File: src/sv/lr3d_pkg.sv
// ============================================================================
// lr3d_pkg: shared types and constants for the 3D Laplace relaxation block
// Opcodes, label codes, register indexes, the sequencer state type and
// the control structs that pass between the top level and its units.
// ============================================================================
package lr3d_pkg;

    // Default voxel store depth
    localparam int MAX_VOXELS_DEF = 32768;

    // Fixed field widths
    localparam int OPW      = 2;
    localparam int IDXW     = 15;
    localparam int LBLW     = 2;
    localparam int VALW     = 16;
    localparam int CFGW     = 16;
    localparam int CFG_IDXW = 3;

    // Six Q2.14 values summed exactly need three more bits
    localparam int SUMW  = VALW + 3;
    // Sum times unsigned Q0.16 weight (weight carried as 17-bit signed)
    localparam int PRODW = SUMW + CFGW + 1;
    localparam int FRACW = 16;

    // Opcodes
    localparam logic [OPW-1:0] OP_LOAD = 2'd0;
    localparam logic [OPW-1:0] OP_RUN  = 2'd1;
    localparam logic [OPW-1:0] OP_READ = 2'd2;

    // Voxel labels
    localparam logic [LBLW-1:0] LBL_INNER   = 2'd0;
    localparam logic [LBLW-1:0] LBL_OUTER   = 2'd1;
    localparam logic [LBLW-1:0] LBL_DOMAIN  = 2'd2;
    localparam logic [LBLW-1:0] LBL_OUTSIDE = 2'd3;

    // Register indexes
    localparam logic [CFG_IDXW-1:0] REG_SIZE_X      = 3'd0;
    localparam logic [CFG_IDXW-1:0] REG_SIZE_Y      = 3'd1;
    localparam logic [CFG_IDXW-1:0] REG_SIZE_Z      = 3'd2;
    localparam logic [CFG_IDXW-1:0] REG_SWEEP_COUNT = 3'd3;
    localparam logic [CFG_IDXW-1:0] REG_WEIGHT      = 3'd4;

    // Register reset values
    localparam logic [CFGW-1:0] SIZE_RST   = 16'd32;
    localparam logic [CFGW-1:0] SWEEP_RST  = 16'd100;
    localparam logic [CFGW-1:0] WEIGHT_RST = 16'd10923;

    // Result kinds
    localparam logic RK_READ = 1'b0;
    localparam logic RK_DONE = 1'b1;

    // Q2.14 constants
    localparam logic signed [VALW-1:0] Q_ONE     = 16'sd16384;
    localparam logic signed [VALW-1:0] Q_NEG_ONE = -16'sd16384;
    localparam logic signed [VALW-1:0] Q_MAX     = 16'sd32767;
    localparam logic signed [VALW-1:0] Q_MIN     = -16'sd32768;

    typedef enum logic [3:0] {
        ST_IDLE,
        ST_RDATA,
        ST_SIZE_XY,
        ST_SIZE_XYZ,
        ST_TOTAL,
        ST_STRIDE,
        ST_LABEL,
        ST_CHECK,
        ST_NBR,
        ST_DRAIN,
        ST_MUL,
        ST_WRITE,
        ST_DONE
    } state_t;

    // Store port strobes
    typedef struct packed {
        logic lbl_we;
        logic lbl_re;
        logic val_we;
        logic val_re;
    } st_ctl_t;

    // Weighting unit strobes
    typedef struct packed {
        logic clear;
        logic add;
        logic mul;
    } wctl_t;

    // Start value that a label gives a voxel
    function automatic logic signed [VALW-1:0] start_value(input logic [LBLW-1:0] lbl);
        logic signed [VALW-1:0] v;
        begin
            v = '0;
            if (lbl == LBL_OUTER)
            begin
                v = Q_ONE;
            end
            else if (lbl == LBL_OUTSIDE)
            begin
                v = Q_NEG_ONE;
            end
            return v;
        end
    endfunction

endpackage

File: src/sv/lr3d_weigh.sv
// ============================================================================
// lr3d_weigh: shared accumulate / weight / round unit
// Sums neighbor values one per cycle, multiplies by the weight in a
// registered step, then rounds half up and saturates to Q2.14.
// ============================================================================
module lr3d_weigh
    import lr3d_pkg::*;
(
    input  logic                   clk,
    input  wctl_t                  ctl,
    input  logic signed [VALW-1:0] operand,
    input  logic [CFGW-1:0]        weight,
    output logic signed [VALW-1:0] result
);

    logic signed [SUMW-1:0]    acc_reg;
    logic signed [PRODW-1:0]   prod_reg;
    logic signed [CFGW:0]      wt_s;
    logic signed [PRODW:0]     rnd;
    logic signed [PRODW-FRACW:0] quo;

    assign wt_s = $signed({1'b0, weight});

    always_ff @(posedge clk)
    begin
        if (ctl.clear)
        begin
            acc_reg <= '0;
        end
        else if (ctl.add)
        begin
            acc_reg <= acc_reg + SUMW'(operand);
        end
        if (ctl.mul)
        begin
            prod_reg <= acc_reg * wt_s;
        end
    end

    // floor((p + 2^15) / 2^16), then clamp
    always_comb
    begin
        rnd = (PRODW+1)'(prod_reg) + (PRODW+1)'(32768);
        quo = rnd[PRODW:FRACW];
        if (quo > (PRODW-FRACW+1)'(Q_MAX))
        begin
            result = Q_MAX;
        end
        else if (quo < (PRODW-FRACW+1)'(Q_MIN))
        begin
            result = Q_MIN;
        end
        else
        begin
            result = quo[VALW-1:0];
        end
    end

endmodule

File: config.mk
export PLATFORM = sky130hd
export DESIGN_NAME = lr3d_weigh
export DESIGN_NICKNAME = d
export VERILOG_FILES = /design/src/sv/lr3d_pkg.sv /design/src/sv/lr3d_weigh.sv
export SDC_FILE = /design/constraint.sdc
export NUM_CORES = 1
export LEC_CHECK = 0
export BUFFER_PORTS_ARGS = -buffer_cell sky130_fd_sc_hd__buf_2
export CORE_AREA = 2 2 181 183
export CTS_BUF_LIST = sky130_fd_sc_hd__clkbuf_8
export DETAILED_ROUTE_END_ITERATION = 8
export DIE_AREA = 0 0 183 185
export GPL_ROUTABILITY_DRIVEN = 0
export PLACE_DENSITY_LB_ADDON = 0.08
export RECOVER_POWER = 50
export SLEW_MARGIN = 10
export SYNTH_ARGS = -nofsm -noshare
export SYNTH_HDL_FRONTEND = slang
export SYNTH_SLANG_ARGS = --single-unit
File: constraint.sdc
create_clock -name clk -period 9.4 [get_ports clk]
set_input_delay 1.41 -clock clk [delete_from_list [all_inputs] [get_ports clk]]
set_output_delay 1.41 -clock clk [all_outputs]
set_load 0.005 [all_outputs]
After elaboration in Yosys (flattened, before gate mapping)
Index checks and enable logic that the tools add are counted.
Operators by class
  $add $sub $neg: 2
  multipliers: 1
  magnitude comparators: 2
  multiplexer cells: 2
Operators by type and width (count)
  adder 36 x 17 -> 37 bit, second input constant: 1
  multiplier 19 x 17 -> 36 bit: 1
  two-way mux 16 bit: 2
  > comparator 21 x 16 -> 1 bit, second input constant: 1
  less-than comparator 21 x 16 -> 1 bit, second input constant: 1
  adder 19 x 16 -> 19 bit: 1
Word-level totals
  register bits: 55

Logic depth before layout (Yosys ltp)
  word-level depth: 4
  gate-level depth with buffers: 24
  depth with buffers taken out: 23

Least setup slack after synthesis
Ideal clock, no wire load.
  path type: input port to flip-flop
  from: input weight[3]
  to: register prod_reg[34], data pin
  library setup time: 261 ps
  arrival time: 7122 ps
  data required time: 9139 ps
  path slack: 2018 ps
  stages: 21
  path buffers: 2
  path through: clkbuf_1 -> clkbuf_1 -> nand2_1 -> fa_1 -> fa_1 -> inv_1 -> fa_1 -> fa_1 -> fa_1 -> inv_1 -> fa_1 -> inv_1 -> ha_1 -> and3_1 -> a221oi_1 -> o21ai_0 -> nand2_1 -> o2111ai_1 -> and3_1 -> o21ai_0 -> a21oi_1
Between the ends
  longest elaborated chain between the ends: 1
Ends and longest elaborated chain
  start, declared: line lr3d_weigh.sv:12  | input logic [CFGW-1:0] weight,
  multiplier 19 x 17 -> 36 bit: line lr3d_weigh.sv:36  | prod_reg <= acc_reg * wt_s;
  end signal, assigned: line lr3d_weigh.sv:36
  end, declared: line lr3d_weigh.sv:17  | logic signed [PRODW-1:0] prod_reg;
Every way passes these cells.
A chain may end at the register's enable or synchronous reset.

Worst setup path in the final report
  from: input weight[2]
  to: register prod_reg[34], data pin
Same word-level chain as after synthesis.

==> flow_summary.ini <==
[status]
status = finished clean

[cells_and_area]
fin_nets = 1960
utilization_pct = 44.5
drive_gt1_share_pct = 4.96
area_delta_synth_final_pct = 5.13
stdcell_count = 1919
largest_register_ffs = 21
n_antenna_cell = 0

[sta]
fin_crit_ns = 7.40
hold_viol_final = 0
slew_headroom_pct = 4.59
rsz0062_at_grt = false
slew_violations = 0
finClkSkew_ns = 0.0127
max_freq_ghz = 0.135
setup_viol = 0
tightestPinTransition_ns = 1.43
finalSetupTns_ns = 0
post-route-period-util_pct = 78.7
hold_ws_ns = 0.542

[drt]
vias = 9535
finalWirelength_um = 31500
via_per_inst = 4.97
wl_per_cell_um = 16.4
dr.pass1.iters = 5
drc_errors = 0
postRouteAntennaNets = 0
drt_iter0_drc = 343

[worst_setup_path]
critPathRequiredTime_ns = 9.47
crit_start = weight[2]
cp_num_buf_inv = 4
cpMostUsedCell = fa_1
slowest_stage = fa_1
cp-end-kind = flip-flop
crit_fanout = 19
cp_num_cells = 20
cp-start-kind = input pin
cp_slowest_stage_delay_ns = 0.76
path_cells = buf_2 -> nand2_1 -> fa_1 -> fa_1 -> inv_1 -> fa_1 -> fa_1 -> fa_1 -> inv_1 -> fa_1 -> inv_1 -> ha_1 -> and3_1 -> a221oi_1 -> o21ai_0 -> nand2_1 -> o2111ai_1 -> and3_1 -> o21ai_0 -> a21oi_1
r2r-start = acc_reg[18]
critPathArrivalTime_ns = 7.47
reg2regPathDepth = 19
path_class = in -> reg
crit_family = adder cells

[clock_tree]
ctsHoldBuffers = 0
clk_path_buf_depth = 2
htreeDepth = 2
clk_pin_slew_ns = 0.09
clockRootBuffer = clkbuf_8
worstSkewPairLatency_ns = 0.33
cts_tree = done
cts_made_buffers = 5
cts_resized = 0
clock_sinks = 40
post-cts-setup-buffers = 0

[synth]
synth_common_cells = inv_1 (360), fa_1 (306), nand2_1 (215)
postSynthCellCount = 1496
synth_cell_types = 55
synth_area_per_cell_um2 = 9.07
ys_ff_latch = 40
synth_top_area_share_pct = 45.1
ys.flop_type = edfxtp_1
synth_area_leaders = fa_1 (45%), ha_1 (10%), inv_1 (10%), nand2_1 (5.9%), and2_1 (5.6%)
synth_area_leader_cell = fa_1
async_flop_share_pct = 0
post-synth-top-count-cell = inv_1
synth_enable_flop_cells = 21
seq_area_frac_synth_pct = 7.45
syn_area_um2 = 13600
synth.net_count = 1946
ys_warn_count = 0

[grt]
grt_overflow = 0
grt_max_degree = 26
antenna_found_initial = 0
grt_pass1_wl_um = 54200
grt_pass1_vias = 10500
grtUsageTotal_pct = 20.5

[die]
die_x_um = 183
rows = 66
start_util_pct = 42.4
dieArea_um2 = 33900
io-pin-count = 52
die_y_um = 185
core-area_um2 = 32000

[placed_design]
dp_hpwl_um = 25800
placed_cells = 1911
io_buffers = 51

[min_path]
hp-class = reg -> reg
hold_start = acc_reg[8]
holdPathStages = 2

[flow_run]
maxCapViolCount = 0
-- metrics by stage --
stage	setup slack [ns]	area [um2]
6_report	2.00	14300
5_1_grt	1.55	14300
4_1_cts	1.95	14300
3_5_place_dp	1.61	14200
3_3_place_gp	1.73	14200
2_1_floorplan	2.02	13600
-- cell families after synthesis --
group	after synthesis	synth area share (%)
AOI/OAI and AO/OA	111	5.47
xor gates and xnor gates	54	3.48
adders and majority gates	414	55.1
buffers and inverters	414	11.5
DFF	40	7.45
muxes	15	1.11
and+or+nand+nor	448	15.9
-- layout by cell type (no fill, tap or decap), drive strengths merged, types with 8 or more instances in the layout --
master,Yosys,final
dfxtp,19,19
ha,108,108
and3,14,14
buf,5,58
xnor2,37,37
fa,306,306
xor2,17,17
mux2i,15,15
o21ai,29,29
inv,360,362
clkbuf,49,8
a21oi,24,24
nand3,14,14
nand2,215,215
and2,123,123
a21o,17,17
edfxtp,21,21
nor2,48,48
a31oi,9,9
-- tightest hold or removal path, cell delays in order, from the launching register on --
cell and delay, ns:
dfxtp_1 0.33, mux2i_1 0.12, nor2_1 0.05
-- metal layers --
metal	vias to the layer above	track usage (%)	wire, um
li1	4478	-	-
met1	4886	26.0	13700
met3	34	1.47	828
met2	137	38.4	16300
met5	-	0	0
met4	0	4.64	686
-- area by class of cell --
class / instances / area [um2]
Fill cell: 3278 / 17800
Timing Repair Buffer: 61 / 327
Tap cell: 408 / 510
Clock inverter: 3 / 12.5
Multi-Input combinational cell: 1042 / 11000
Inverter: 360 / 1350
Sequential cell: 40 / 1010
Clock buffer: 5 / 68.8
-- path summary, 6_finish.rpt --
| path | endpoint | slack (ns) |
|---|---|---|
| setup reg to reg | prod_reg[34] | 2.54 |
| hold / removal | acc_reg[8] | 0.54 |
| hold reg to reg | acc_reg[8] | 0.54 |
| setup / recovery | prod_reg[34] | 2.00 |
Power is left out: the tool's default activity adds up to more than one toggle a clock period on the data nets, which glitch-free logic cannot reach.
